===== src/hw/rtl/kpc_pkg.sv =====
package kpc_pkg;

    // fixed field widths
    localparam int KEY_W       = 18;
    localparam int SHORT_W     = 12;
    localparam int LONG_W      = 14;
    localparam int CFG_DATA_W  = 14;
    localparam int CFG_INDEX_W = 1;

    // reset values of the threshold registers
    localparam logic [SHORT_W-1:0] SHORT_TICKS_RST = SHORT_W'(5);
    localparam logic [LONG_W-1:0]  LONG_TICKS_RST  = LONG_W'(100);

    // configuration register indexes
    typedef enum logic [CFG_INDEX_W-1:0] {
        REG_SHORT_TICKS = 1'b0,
        REG_LONG_TICKS  = 1'b1
    } cfg_reg_t;

    // per-lane key state, one-hot
    typedef enum logic [4:0] {
        ST_UP         = 5'b00001,
        ST_PRESS      = 5'b00010,
        ST_EARLY_DOWN = 5'b00100,
        ST_DOWN       = 5'b01000,
        ST_RELAX      = 5'b10000
    } lane_state_t;

    // thresholds shared by all lanes
    typedef struct packed {
        logic [SHORT_W-1:0] short_ticks;
        logic [LONG_W-1:0]  long_ticks;
    } thresh_t;

    // what one lane reports after its update
    typedef struct packed {
        logic latched;
        logic press;
        logic hold;
    } lane_flags_t;

    // input transaction
    typedef struct packed {
        logic [KEY_W-1:0] pressed_keys;
    } key_item_t;

    // output transaction
    typedef struct packed {
        logic [KEY_W-1:0] latched_flags;
        logic [KEY_W-1:0] press_flags;
        logic [KEY_W-1:0] hold_flags;
    } flag_item_t;

endpackage


===== src/hw/rtl/kpc_stream_if.sv =====
interface kpc_stream_if #(
    parameter type data_t = logic
);

    logic  valid;
    logic  ready;
    data_t data;

    modport source (output valid, output data, input ready);
    modport sink   (input valid, input data, output ready);

endinterface


===== src/hw/rtl/kpc_merge.sv =====
module kpc_merge #(
    parameter int NUM_KEYS = 18
) (
    input  logic                  clk,
    input  logic                  rst_n,
    input  logic                  in_valid,
    output logic                  in_ready,
    input  kpc_pkg::lane_flags_t  lane_flags [NUM_KEYS],
    kpc_stream_if.source          flag_out
);

    kpc_pkg::flag_item_t  merged;
    kpc_pkg::flag_item_t  out_data_reg;
    kpc_pkg::flag_item_t  skid_data_reg;
    logic                 out_valid_reg;
    logic                 out_valid_next;
    logic                 skid_valid_reg;
    logic                 skid_valid_next;
    logic                 in_accept;
    logic                 out_free;

    // gather lane flags into the output fields
    for (genvar i = 0; i < kpc_pkg::KEY_W; i++)
    begin : g_pack
        if (i < NUM_KEYS)
        begin : g_lane
            assign merged.latched_flags[i] = lane_flags[i].latched;
            assign merged.press_flags[i]   = lane_flags[i].press;
            assign merged.hold_flags[i]    = lane_flags[i].hold;
        end
        else
        begin : g_none
            assign merged.latched_flags[i] = 1'b0;
            assign merged.press_flags[i]   = 1'b0;
            assign merged.hold_flags[i]    = 1'b0;
        end
    end

    // handshake: skid slot keeps ready off the output's ready path
    assign in_ready  = !skid_valid_reg;
    assign in_accept = in_valid && in_ready;
    assign out_free  = !out_valid_reg || flag_out.ready;

    always_comb
    begin
        out_valid_next  = out_valid_reg;
        skid_valid_next = skid_valid_reg;
        if (out_free)
        begin
            out_valid_next  = skid_valid_reg || in_accept;
            skid_valid_next = 1'b0;
        end
        else if (in_accept)
        begin
            skid_valid_next = 1'b1;
        end
    end

    // valid bits
    always_ff @(posedge clk or negedge rst_n)
    begin
        if (!rst_n)
        begin
            out_valid_reg  <= 1'b0;
            skid_valid_reg <= 1'b0;
        end
        else
        begin
            out_valid_reg  <= out_valid_next;
            skid_valid_reg <= skid_valid_next;
        end
    end

    // payload registers
    always_ff @(posedge clk)
    begin
        if (out_free)
        begin
            if (skid_valid_reg)
                out_data_reg <= skid_data_reg;
            else if (in_accept)
                out_data_reg <= merged;
        end
        else if (in_accept)
        begin
            skid_data_reg <= merged;
        end
    end

    assign flag_out.valid = out_valid_reg;
    assign flag_out.data  = out_data_reg;

    // skid slot is only used behind a full output register
    a_skid_behind_out: assert property (@(posedge clk) disable iff (!rst_n)
        skid_valid_reg |-> out_valid_reg)
        else $error("skid slot full with empty output register");

    a_stall_fills_skid: assert property (@(posedge clk) disable iff (!rst_n)
        (in_accept && out_valid_reg && !flag_out.ready) |=> skid_valid_reg)
        else $error("transaction accepted under stall was not parked");

    a_skid_drains: assert property (@(posedge clk) disable iff (!rst_n)
        (skid_valid_reg && flag_out.ready) |=> (out_valid_reg && !skid_valid_reg))
        else $error("skid slot did not move to the output register");

endmodule


===== src/flat_wrapper.sv =====
// flat-port wrapper written by rule: the top's interface ports become plain ports
module kpc_merge_flat 
#(
    parameter int NUM_KEYS = 18
)
  (clk, rst_n, in_valid, in_ready, lane_flags, flag_out_valid, flag_out_data, flag_out_ready);
  kpc_stream_if flag_out_i ();
  input  logic clk;
  input  logic rst_n;
  input  logic in_valid;
  output logic in_ready;
  input  kpc_pkg::lane_flags_t lane_flags[NUM_KEYS];
  output wire logic [$bits(flag_out_i.valid)-1:0] flag_out_valid;
  output wire logic [$bits(flag_out_i.data)-1:0] flag_out_data;
  input wire logic [$bits(flag_out_i.ready)-1:0] flag_out_ready;
  assign flag_out_valid = flag_out_i.valid;
  assign flag_out_data = flag_out_i.data;
  assign flag_out_i.ready = flag_out_ready;
  kpc_merge #(.NUM_KEYS(NUM_KEYS)) u_core (.clk(clk), .rst_n(rst_n), .in_valid(in_valid), .in_ready(in_ready), .lane_flags(lane_flags), .flag_out(flag_out_i));
endmodule

===== config.mk =====
export PLATFORM = sky130hd
export DESIGN_NAME = kpc_merge_flat
export DESIGN_NICKNAME = d
export VERILOG_FILES = /design/src/hw/rtl/kpc_pkg.sv /design/src/hw/rtl/kpc_stream_if.sv /design/src/hw/rtl/kpc_merge.sv /design/src/flat_wrapper.sv
export SDC_FILE = /design/constraint.sdc
export NUM_CORES = 1
export LEC_CHECK = 0
export ABC_AREA = 1
export BUFFER_PORTS_ARGS = -buffer_cell sky130_fd_sc_hd__buf_2
export CAP_MARGIN = 20
export CORE_AREA = 3 3 40 42
export DETAILED_ROUTE_END_ITERATION = 16
export DIE_AREA = 0 0 43 45
export PLACE_DENSITY = 0.61
export SYNTH_ARGS = -nofsm -noshare
export SYNTH_HDL_FRONTEND = slang
export SYNTH_SLANG_ARGS = --single-unit
export TNS_END_PERCENT = 5

===== constraint.sdc =====
create_clock -name clk -period 1 [get_ports clk]
set_input_delay 0.15 -clock clk [delete_from_list [all_inputs] [get_ports clk]]
set_output_delay 0.15 -clock clk [all_outputs]
set_load 0.02 [all_outputs]

Word-level counts from Yosys, hierarchy flattened
Index checks and enable logic that the tools add are counted.

storage, ports and cells
  bits in registers = 4
  bits in latches = 0
  bits in writable memories = 0
  ROM bits = 0
  input bits = 58
  output and inout port bits = 3
  logic and storage cells = 18
  memories = 0

operators by class
  $add $sub $neg = 0
  multiply operators = 0
  divide/modulo/power cells = 0
  order comparisons = 0
  eq/ne operators = 0
  shifts and indexed selects = 0
  multiplexer cells = 4
  bitwise gates (word level) = 1
  reductions and logical operators = 9

operators with widths
  operator             count
  $mux W1              4
  $reduce_and A2 Y1    2
  $reduce_bool A2 Y1   2
  $logic_not A1 Y1     2
  $logic_or A1 B1 Y1   2
  $logic_and A1 B1 Y1  1
  $not A1 Y1           1

Depth between registers and ports, before layout
  depth in word-level cells = 4
  gate-level depth with buffers = 3
  mapped depth without buffers = 3

Worst setup path before layout
Ideal clock, no wire load.

  path kind = register -> register
  from = register u_core.out_valid_reg (netlist: u_core.flag_out.valid)
  to = register u_core.skid_data_reg[0] (netlist bit) (enable)
  setup time = 0.298 ns
  arrival = 0.665 ns
  required time = 0.702 ns
  setup slack = 0.036 ns
  stages on the path, launching flop included = 3
  buffers on the path = 0
  clock period less this slack = 0.964 ns
  cell sequence = dfrtp_1 > nand2_1 > nor2_1

on the way
  word-level cells in the longest chain between the ends = 4

ends and longest elaborated chain
  element                      RTL line         text
  start, declared              kpc_merge.sv:15  logic out_valid_reg;
  start signal, assigned       kpc_merge.sv:69  out_valid_reg <= out_valid_next;
  $logic_not A1 Y1             kpc_merge.sv:42  assign out_free = !out_valid_reg || flag_out.ready;
  $logic_or A1 B1 Y1           kpc_merge.sv:42
  $not A1 Y1 (no line)         -
  $reduce_and A2 Y1 (no line)  -
  end signal, assigned         kpc_merge.sv:86  skid_data_reg <= merged;
  end, declared                kpc_merge.sv:14  kpc_pkg::flag_item_t skid_data_reg;

Every way passes these cells.
A chain may end at the register's enable or synchronous reset.

Worst setup path in the final report
  from = register u_core.skid_valid_reg
  to = output in_ready

on the way
  word-level cells in the longest chain between the ends = 1

ends and longest elaborated chain
  element                 RTL line            text
  start, declared         kpc_merge.sv:17     logic skid_valid_reg;
  start signal, assigned  kpc_merge.sv:70     skid_valid_reg <= skid_valid_next;
  $logic_not A1 Y1        kpc_merge.sv:40     assign in_ready = !skid_valid_reg;
  end, declared           flat_wrapper.sv:11  output logic in_ready;

Every way passes these cells.

==> flow_summary.toml <==
[pwr]
pwr-share-comb_pct = 14.1
clkPwrFrac_pct = 43.4
p_seq_share_pct = 42.5
power.switching_mw = 0.108
p_sw_share_pct = 23.7
vdd_drop_max_mv = 0.219
power_density_mw_per_mm2 = 1770
leakagePower_nw = 0.132
intPower_mw = 0.349

[sta]
slew_headroom_pct = 90.8
maxSlewViolCount = 0
setup_viol = 0
tightest_slew_ps = 137
fmaxAchievable_ghz = 1.02
worst_slack_ps = 16.7
period_share_pct = 98.3
rsz0062_at_grt = "true"
fin_skew_ps = 1.41
hold_violations = 0
setup_tns_ps = 0
min_period_ps = 983

[placement]
port_buffers = 7
place_ws_ps = 89.1
dp_hpwl_um = 285
place.gp.congestion = 0.603

[yosys]
ys_types = 7
synth_cells = 18
syn_area_um2 = 165
synth_top_cell_by_area = "edfxtp_1"
synth.top_cells.by_area = "edfxtp_1 (36%), dfrtp_1 (30%), nand2_1 (14%)"
netlist.area_leader.share_pct = 36.4
yosysSeqAreaShare_pct = 66.7
synth-seq-cells = 4
synth_fp_nets = 76
synth-warning-count = 0
syn_area_per_cell_um2 = 9.18

[global_routing]
grt_pass1_vias = 151
track_usage_pct = 4.34
overflow = 0
grt_max_degree = 4
antenna_found_initial = 0
grt_pass1_wl_um = 531

[clock_network]
htree_levels = 1
tritoncts = "built"
clock-sinks = 4
cts_root_buf = "clkbuf_4"
cts_buffers = 3
post-cts-setup-buffer-count = 0
clk_latency_ps = 230
cts_buffer_depth = 2
clk_pin_slew_ps = 40

[floorplan]
std_cell_rows = 13
die_h_um = 45
die_w_um = 43
core_mm2 = 0.00128
die_area_mm2 = 0.00194
initial_core_util_pct = 12.9
io_pins = 61

[route]
drt-total-wl_um = 336
vias = 148
final_antenna_net_count = 0
first_pass_iters = 4
drtIter0Drc = 2
drcViolationCount = 0
via_per_inst = 3.36
wl_per_cell_um = 7.64

[layout]
drive_above_1_share_pct = 41.4
fill_cells = 144
fin_nets = 89
area_growth_pct = 56.1
diodes = 0
final_cell_mix = "nand2_1 (6), buf_2 (6), nor2_1 (4), clkbuf_4 (3)"

[flow_run]
cap_viol_max_count = 0

[setup_path]
cp-end-kind = "output port"
path_max_fanout = 3
worst_setup_path_start_kind = "flop"
arrival_ps = 830
crit_chain = "inv_2 > buf_6"
crit_required_ps = 850
critPathMaxStageDelay_ps = 400
crit_type = "reg2out"
crit_slowest_cell = "dfrtp_1"

[run_status]
status = "finished, final reports clean"

[hold_path]
hold_class = "in2reg"
## kinds of logic (layout without fill, tap and decap cells)
group                  after synthesis  after routing  share of synthesized area [%]
and+or+nand+nor                     11             11                           26.5
DFF                                  4              4                           66.7
buffers and inverters                3             14                           6.82
## worst max-delay path, delay by kind of cell, from the launching register on
kind,cells,cell delay (ps)
flip-flops,1,400
buffers and inverters,2,190
## power by group through the flow
stage               combinational (mW)  clock (mW)  sequential, mW
global placement                0.0566           0           0.197
floorplan                       0.0250           0           0.205
finish                          0.0643       0.198           0.194
global route                    0.0716       0.231           0.196
CTS                             0.0659       0.212           0.195
detailed placement              0.0583           0           0.197
## metal layers
metal	routed length [um]	global-route usage, %	part of all wire, %	vias to the layer above
li1	-	-	-	77
met1	110	2.91	33	63
met2	196	7.49	58	6
met3	18	2.39	5.4	2
met4	10	5.42	3.0	0
met5	0	0	0	-
## synth_stat cells
library cell,n
edfxtp_1,2
nor2_2,1
inv_1,2
nand2_1,6
dfrtp_1,2
inv_2,1
nor2_1,4
## worst paths after layout
check / start / to / slack (ps) / cells past startpoint
worst min-delay path: lane_flags[51] / u_core.skid_data_reg[0] / 110 / 1
worst min register to register: u_core.flag_out.valid / u_core.flag_out.valid / 540 / 2
worst max-delay path: u_core.skid_valid_reg / in_ready / 20 / 2
worst max register to register: u_core.skid_valid_reg / u_core.skid_data_reg[0] / 80 / 3
max in group asynchronous: rst_n / u_core.flag_out.valid / 680 / 2
min in group asynchronous: rst_n / u_core.skid_valid_reg / 230 / 2
## cell type report
cell class              instances  area, um2  share of cell area (%)
inverters                       3       11.3                    4.37
well taps                      15       18.8                    7.28
clock buffers                   3       22.5                    8.74
repair buffers                  8       51.3                    19.9
flip-flops and latches          4        110                    42.7
multi-input cells              11       43.8                    17.0
## repair_timing
action / CTS / global route
setup endpoints to repair: 1 / 1
endpoints found under the hold margin: 2 / 0
hold buffers: 1 / 0
gates resized for setup: 2 / 0
## through the flow
| step | std cells | utilization, % | hold WS (ps) | power (mW) | instance area [um2] |
|---|---|---|---|---|---|
| 2_1_floorplan | 18 | - | -146 | 0.230 | 165 |
| 3_3_place_gp | 40 | 17.0 | -61.6 | 0.253 | 219 |
| 3_5_place_dp | 40 | 17.0 | -63.3 | 0.255 | 219 |
| 4_1_cts | 44 | 20.1 | 96.8 | 0.473 | 258 |
| 5_1_grt | 44 | 20.1 | 89.9 | 0.499 | 258 |
| 6_report | 44 | 20.1 | 111 | 0.457 | 258 |
No activity file was read; power rests on OpenSTA's default activity.
