--- src/hw/rtl/kpc_pkg.sv ---
package kpc_pkg;

    // fixed field widths
    localparam int KEY_W       = 18;
    localparam int SHORT_W     = 12;
    localparam int LONG_W      = 14;
    localparam int CFG_DATA_W  = 14;
    localparam int CFG_INDEX_W = 1;

    // reset values of the threshold registers
    localparam logic [SHORT_W-1:0] SHORT_TICKS_RST = SHORT_W'(5);
    localparam logic [LONG_W-1:0]  LONG_TICKS_RST  = LONG_W'(100);

    // configuration register indexes
    typedef enum logic [CFG_INDEX_W-1:0] {
        REG_SHORT_TICKS = 1'b0,
        REG_LONG_TICKS  = 1'b1
    } cfg_reg_t;

    // per-lane key state, one-hot
    typedef enum logic [4:0] {
        ST_UP         = 5'b00001,
        ST_PRESS      = 5'b00010,
        ST_EARLY_DOWN = 5'b00100,
        ST_DOWN       = 5'b01000,
        ST_RELAX      = 5'b10000
    } lane_state_t;

    // thresholds shared by all lanes
    typedef struct packed {
        logic [SHORT_W-1:0] short_ticks;
        logic [LONG_W-1:0]  long_ticks;
    } thresh_t;

    // what one lane reports after its update
    typedef struct packed {
        logic latched;
        logic press;
        logic hold;
    } lane_flags_t;

    // input transaction
    typedef struct packed {
        logic [KEY_W-1:0] pressed_keys;
    } key_item_t;

    // output transaction
    typedef struct packed {
        logic [KEY_W-1:0] latched_flags;
        logic [KEY_W-1:0] press_flags;
        logic [KEY_W-1:0] hold_flags;
    } flag_item_t;

endpackage

--- src/hw/rtl/kpc_lane.sv ---
module kpc_lane #(
    parameter int COUNT_BITS = 14
) (
    input  logic                  clk,
    input  logic                  rst_n,
    input  logic                  step,
    input  logic                  level,
    input  kpc_pkg::thresh_t      thresh,
    output kpc_pkg::lane_flags_t  flags_next
);

    localparam int CMP_W = ((COUNT_BITS > kpc_pkg::LONG_W) ? COUNT_BITS : kpc_pkg::LONG_W) + 1;

    logic                    level_reg;
    logic                    level_next;
    logic [COUNT_BITS-1:0]   count_reg;
    logic [COUNT_BITS-1:0]   count_next;
    kpc_pkg::lane_state_t    state_reg;
    kpc_pkg::lane_state_t    state_next;
    logic                    latched_reg;
    logic                    latched_next;

    logic [COUNT_BITS-1:0]   count_base;
    logic [COUNT_BITS-1:0]   count_inc;
    logic [CMP_W-1:0]        cnt_ext;
    logic [CMP_W-1:0]        short_ext;
    logic [CMP_W-1:0]        short1_ext;
    logic [CMP_W-1:0]        long_ext;

    // counter restart on a level change, saturating increment
    always_comb
    begin
        level_next = level;
        count_base = (level != level_reg) ? '0 : count_reg;
        count_inc  = (&count_base) ? count_base : count_base + 1'b1;
        cnt_ext    = CMP_W'(count_inc);
        short_ext  = CMP_W'(thresh.short_ticks);
        short1_ext = short_ext + 1'b1;
        long_ext   = CMP_W'(thresh.long_ticks);
    end

    // state advance toward up for a released key, toward down for a held key
    always_comb
    begin
        state_next = state_reg;
        count_next = '0;
        if (!level)
        begin
            if (state_reg != kpc_pkg::ST_UP)
            begin
                count_next = count_inc;
                priority if (cnt_ext >= short1_ext)
                    state_next = kpc_pkg::ST_UP;
                else if (cnt_ext >= short_ext)
                    state_next = kpc_pkg::ST_RELAX;
                else
                    state_next = state_reg;
            end
        end
        else
        begin
            if (state_reg != kpc_pkg::ST_DOWN)
            begin
                count_next = count_inc;
                priority if (cnt_ext >= long_ext)
                    state_next = kpc_pkg::ST_DOWN;
                else if (cnt_ext >= short1_ext)
                    state_next = kpc_pkg::ST_EARLY_DOWN;
                else if (cnt_ext >= short_ext)
                    state_next = kpc_pkg::ST_PRESS;
                else
                    state_next = state_reg;
            end
        end
    end

    // latched flag follows the updated state
    always_comb
    begin
        latched_next = latched_reg;
        if (state_next == kpc_pkg::ST_EARLY_DOWN)
            latched_next = 1'b1;
        else if (state_next == kpc_pkg::ST_RELAX)
            latched_next = 1'b0;
        flags_next.latched = latched_next;
        flags_next.press   = (state_next == kpc_pkg::ST_PRESS);
        flags_next.hold    = (state_next == kpc_pkg::ST_DOWN);
    end

    // lane registers, updated once per accepted transaction
    always_ff @(posedge clk or negedge rst_n)
    begin
        if (!rst_n)
        begin
            level_reg   <= 1'b0;
            count_reg   <= '0;
            state_reg   <= kpc_pkg::ST_UP;
            latched_reg <= 1'b0;
        end
        else if (step)
        begin
            level_reg   <= level_next;
            count_reg   <= count_next;
            state_reg   <= state_next;
            latched_reg <= latched_next;
        end
    end

    // early down always carries the latch, relax never does
    a_early_down_latched: assert property (@(posedge clk) disable iff (!rst_n)
        (state_reg == kpc_pkg::ST_EARLY_DOWN) |-> latched_reg)
        else $error("early down lane without latched flag");

    a_relax_unlatched: assert property (@(posedge clk) disable iff (!rst_n)
        (state_reg == kpc_pkg::ST_RELAX) |-> !latched_reg)
        else $error("relax lane with latched flag");

    // at its target state the counter rests at zero; checked here for a key held in down
    a_target_count_zero: assert property (@(posedge clk) disable iff (!rst_n)
        (step && level && state_reg == kpc_pkg::ST_DOWN) |=> (count_reg == '0))
        else $error("counter not cleared while held in down");

endmodule

--- config.mk ---
export PLATFORM = sky130hd
export DESIGN_NAME = kpc_lane
export DESIGN_NICKNAME = d
export VERILOG_FILES = /design/src/hw/rtl/kpc_pkg.sv /design/src/hw/rtl/kpc_lane.sv
export SDC_FILE = /design/constraint.sdc
export NUM_CORES = 1
export LEC_CHECK = 0
export BUFFER_PORTS_ARGS = -buffer_cell sky130_fd_sc_hd__clkbuf_2
export CAP_MARGIN = 0
export CORE_ASPECT_RATIO = 0.8
export CORE_MARGIN = 2
export CORE_UTILIZATION = 45
export CTS_BUF_LIST = sky130_fd_sc_hd__clkbuf_16
export CTS_CLUSTER_DIAMETER = 40
export DETAILED_ROUTE_END_ITERATION = 8
export GPL_ROUTABILITY_DRIVEN = 1
export GPL_TIMING_DRIVEN = 1
export SLEW_MARGIN = 20
export SYNTH_ARGS = -nofsm -noshare
export SYNTH_HDL_FRONTEND = slang
export SYNTH_SLANG_ARGS = --single-unit
--- constraint.sdc ---
create_clock -name clk -period 8.8 [get_ports clk]
set_input_delay 0.88 -clock clk [delete_from_list [all_inputs] [get_ports clk]]
set_output_delay 0.88 -clock clk [all_outputs]
set_load 0.02 [all_outputs]
Word level (Yosys, flattened, before mapping)

Cells that the tools add are included.

Flip-flop bits (word level): 21
Input bits: 30
Word-level logic and storage cells: 32

$add $sub $neg: 2
Order comparisons: 3
Eq/ne operators: 7
Multiplexer cells: 15
Reductions and logical operators: 1

Operator list:

| cell                    | number |
|---|---|
| $mux W14                | 5 |
| $mux W5                 | 8 |
| $add A14 B1 Y14 const B | 1 |
| $ge A14 B12 Y1          | 1 |
| $ge A14 B13 Y1          | 1 |
| $ge A14 B14 Y1          | 1 |
| $reduce_and A14 Y1      | 1 |
| $add A12 B1 Y13 const B | 1 |
| $eq A5 B2 Y1 const B    | 1 |
| $eq A5 B3 Y1 const B    | 1 |
| $eq A5 B4 Y1 const B    | 1 |
| $eq A5 B5 Y1 const B    | 1 |
| $ne A5 B1 Y1 const B    | 1 |
| $ne A5 B4 Y1 const B    | 1 |
| $mux W1                 | 2 |
| $ne A1 B1 Y1            | 1 |

Depth between registers and ports, before layout

Word-level depth: 13
Gate-level depth with buffers: 22

Least setup slack after synthesis

OpenSTA, ideal clock, no wires.

Kind: input port to output port
From: input port level
To: output port flags_next[0] in the netlist's numbering
Arrival: 5.028 ns
Required time: 7.920 ns
Setup slack: 2.892 ns
Stages on the path: 21
Buffers on the path: 1
Path through: buf_2 > xnor2_1 > and2_1 > ha_1 > nand2_1 > nor3_1 > nand3_1 > nand2_1 > nor2_1 > and3_1 > xnor2_1 > nor2_1 > ha_1 > a21o_1 > a21oi_1 > nand3_1 > o211ai_1 > nand2_1 > nor2_1 > nand3_1 > a221oi_1

RTL lines:

| element     | RTL line      | RTL |
|---|---|---|
| from (decl) | kpc_lane.sv:7 | `input logic level,` |
| to (decl)   | kpc_lane.sv:9 | `output kpc_pkg::lane_flags_t flags_next` |

==> impl_metrics.env <==
export IMPL_status="complete, no violations"
export IMPL_maxCapViolations=0
export IMPL_via_count_of_the_first_global_routing_pass=2169
export IMPL_clkSinkCount=21
export IMPL_cts_root_buffer_cell="sky130_fd_sc_hd__clkbuf_16"
export IMPL_critPathKind="primary input to output port"
export IMPL_post_cts_resize_count=0
export IMPL_synth_seq_cells=21
export IMPL_synth_xor_area_share_pct=7.42
export IMPL_initial_core_util_pct=47.0
export IMPL_die_width_um=88.9
export IMPL_synth_top_area_cell="sky130_fd_sc_hd__ha_1"
export IMPL_vias=2400
export IMPL_cp_start_kind="primary input"
export IMPL_std_cell_rows=24
export IMPL_netlist_area_leader_share_pct=20.2
export IMPL_clkSlewWorstSetupHoldPaths_ps=60
export IMPL_detail_route_wl_per_cell_um=14.9
export IMPL_synth_common_cells="sky130_fd_sc_hd__ha_1, sky130_fd_sc_hd__inv_1, sky130_fd_sc_hd__nand2_1"
export IMPL_cts_htree_levels=1
export IMPL_setup_repair_after_global_routing_missed_its_margin="no"
export IMPL_place_hpwl_mm=5.20
export IMPL_synth_area_mux_share_pct=1.25
export IMPL_synthSimpleGateAreaFrac_pct=21.5
export IMPL_finish_utilization_pct=52.6
export IMPL_worstHoldStart="count_reg[0]$_DFFE_PN0P_"
export IMPL_groute_usage_overall_pct=21.4
export IMPL_core_area_um2=5530
export IMPL_synthFlopType="sky130_fd_sc_hd__dfrtp_1"
export IMPL_grt_start_max_net_pins=22
export IMPL_synth_area_leaders="sky130_fd_sc_hd__ha_1, sky130_fd_sc_hd__dfrtp_1, sky130_fd_sc_hd__inv_1, sky130_fd_sc_hd__xnor2_1, sky130_fd_sc_hd__nand2_1"
export IMPL_synth_top_family_by_area="compound AO/OA/AOI/OAI gates"
export IMPL_timing_reg2reg_setup_slack_ps=3660
export IMPL_yosys_area_share_adder_pct=20.2
export IMPL_netlist_instances=320
export IMPL_timing_hold_ws_ps=507
export IMPL_antenna_left=0
export IMPL_grt_antenna_before_repair=0
export IMPL_timing_hold_violations_final=0
export IMPL_grt_first_pass_wirelength_mm=10.6
export IMPL_dieHeight_um=72.0
export IMPL_finish_cell_count_without_fillers=427
export IMPL_regToRegEndpoint="latched_reg$_DFFE_PN0P_"
export IMPL_edff_count_synth=0
export IMPL_critical_path_reg2reg_startpoint="level_reg$_DFFE_PN0P_"
export IMPL_setup_tns_ps=0
export IMPL_slew_violations=0
export IMPL_drt_initial_drc_count=210
export IMPL_floorplan_die_area_um2=6400
export IMPL_post_cts_repair_setup_buffers=0
export IMPL_worst_slew_pin_transition_ps=684
export IMPL_timing_reg2reg_worst_path_depth=20
export IMPL_hold_end="count_reg[0]$_DFFE_PN0P_"
export IMPL_synth_net_count=392
export IMPL_drc_errors=0
export IMPL_num_io_pins=33
export IMPL_class_of_the_tightest_hold_or_removal_check="register to register"
export IMPL_synth_compound_area_share_pct=21.6
export IMPL_cts_buffer_depth=2
export IMPL_power_total_uw=317
export IMPL_syn_avg_cell_area_um2=8.12
export IMPL_routed_wirelength_mm=6.37
export IMPL_cp_max_fanout=11
export IMPL_time_the_final_worst_path_needs_with_i_o_delays_and_setup_ps=6780
export IMPL_worst_vdd_rail_ir_drop_mv=0.0669
export IMPL_setup_violations=0
export IMPL_worst_setup_path_startpoint="level"
export IMPL_global_route_congestion_overflow_total=0
export IMPL_place_detailed_instances=423
export IMPL_drive_gt1_share_pct=14.3
export IMPL_power_density_nw_per_um2=109
export IMPL_slew_headroom_pct=54.1
export IMPL_placement_io_buffers=32
export IMPL_hold_path_depth=1
export IMPL_num_antenna_cells=0
export IMPL_layout_area_overhead_vs_synth_pct=11.8
export IMPL_drtPass1Iterations=5
export IMPL_ys_types=58
export IMPL_min_period_over_period_pct=77.0
export IMPL_timing_critical_path_required_ps=7920
export IMPL_async_flop_share_pct=100
export IMPL_power_static_leakage_uw=0.00140
export IMPL_average_via_count_per_standard_cell=5.62
export IMPL_cts_hold_buf=0
export IMPL_max_reg_flops=14
export IMPL_synth_sequential_area_ratio_pct=20.3
export IMPL_finalNetCount=422
export IMPL_place_congestion=0.859
export IMPL_clock_skew_ps=6.46
export IMPL_clock_tree_from_tritoncts="done"
export IMPL_timing_fmax_mhz=147
export IMPL_endpoint_kind="output port"
export IMPL_clk_latency_ps=260
export IMPL_worst_endpoint_arrival_ps=5900
export IMPL_ys_warnings_count=0
export IMPL_syn_cell_area_um2=2600
export IMPL_numCtsBuffers=3
[worst max path at each step]
stage / endpoint / slack, ps / cells past startpoint
after CTS: flags_next[2] / 2080 / 22
after detailed placement: flags_next[2] / 2080 / 22
final: flags_next[2] / 2020 / 22
after global placement: flags_next[2] / 2330 / 21
after global routing: flags_next[2] / 1480 / 22
after floorplan: flags_next[0] / 2890 / 21
[worst max-delay path: stages]
cell and delay (ps):
sky130_fd_sc_hd__clkbuf_2 190, sky130_fd_sc_hd__xnor2_1 600, sky130_fd_sc_hd__and2_1 270, sky130_fd_sc_hd__ha_1 200, sky130_fd_sc_hd__nand2_1 110, sky130_fd_sc_hd__nor3_1 180
sky130_fd_sc_hd__nand3_1 240, sky130_fd_sc_hd__nand2_1 230, sky130_fd_sc_hd__nor2_1 100, sky130_fd_sc_hd__and3_1 220, sky130_fd_sc_hd__xnor2_1 130, sky130_fd_sc_hd__nor2_1 200
sky130_fd_sc_hd__ha_1 290, sky130_fd_sc_hd__a21o_1 180, sky130_fd_sc_hd__a21oi_1 220, sky130_fd_sc_hd__nand3_1 100, sky130_fd_sc_hd__o211ai_1 330, sky130_fd_sc_hd__nand2_1 260
sky130_fd_sc_hd__nor4_1 530, sky130_fd_sc_hd__nor4_1 140, sky130_fd_sc_hd__o21bai_1 180, sky130_fd_sc_hd__clkbuf_2 150
[stage by stage]
stage | setup WS, ps | instance area [um^2]
2_1_floorplan | 2890 | 2600
3_5_place_dp | 2080 | 2830
5_1_grt | 1480 | 2910
6_report | 2020 | 2910
4_1_cts | 2080 | 2910
3_3_place_gp | 2330 | 2830
[logic make-up (layout without fill, tap and decap cells)]
| group | after synthesis | count (layout) |
|---|---|---|
| flip-flops | 21 | 21 |
| AND/OR/NAND/NOR | 103 | 103 |
| adder cells (fa/ha/maj) | 42 | 42 |
| XOR/XNOR | 22 | 22 |
| buffers and inverters | 51 | 80 |
| multiplexers | 3 | 3 |
| AO/OA/AOI/OAI | 78 | 78 |
[layout by cell type, fill, tap and decap left out, drive strengths merged, types with 3 or more instances in the layout]
cell type,netlist,final
dfrtp,20,20
a31oi,4,4
xnor2,18,18
nor2,17,17
o2bb2ai,3,3
a21oi,14,14
nor3b,3,3
xor2,4,4
or4,3,3
nand2,21,21
a22o,7,7
nand4,12,12
clkbuf,5,35
ha,42,42
inv,43,43
a32o,3,3
nor3,12,12
nor4,7,7
a211oi,4,4
o21ai,16,16
o21a,5,5
and2,3,3
o211ai,5,5
nand3,14,14
[report_power, final]
group / total [uW] / switching [uW] / internal, uW
sequential: 111 / 6.35 / 105
clock: 98.5 / 37.4 / 61.1
combinational: 107 / 64.7 / 42.1
[per-layer routing]
layer  track usage (%)  part of all wire [%]
met1              37.2                    56
met2              27.6                    39
met3              3.07                   4.6
met4              2.99                  0.22
met5                 0                     0
[area by class of cell]
| cell class | count | area, um^2 |
|---|---|---|
| Multi-Input combinational cell | 248 | 1870 |
| Timing Repair Buffer | 33 | 168 |
| Fill cell | 562 | 2620 |
| Inverter | 43 | 161 |
| Tap cell | 78 | 97.6 |
| Sequential cell | 21 | 527 |
| Clock buffer | 3 | 75.1 |
| Clock inverter | 1 | 5.00 |
Power figures use the tool's default switching activity.
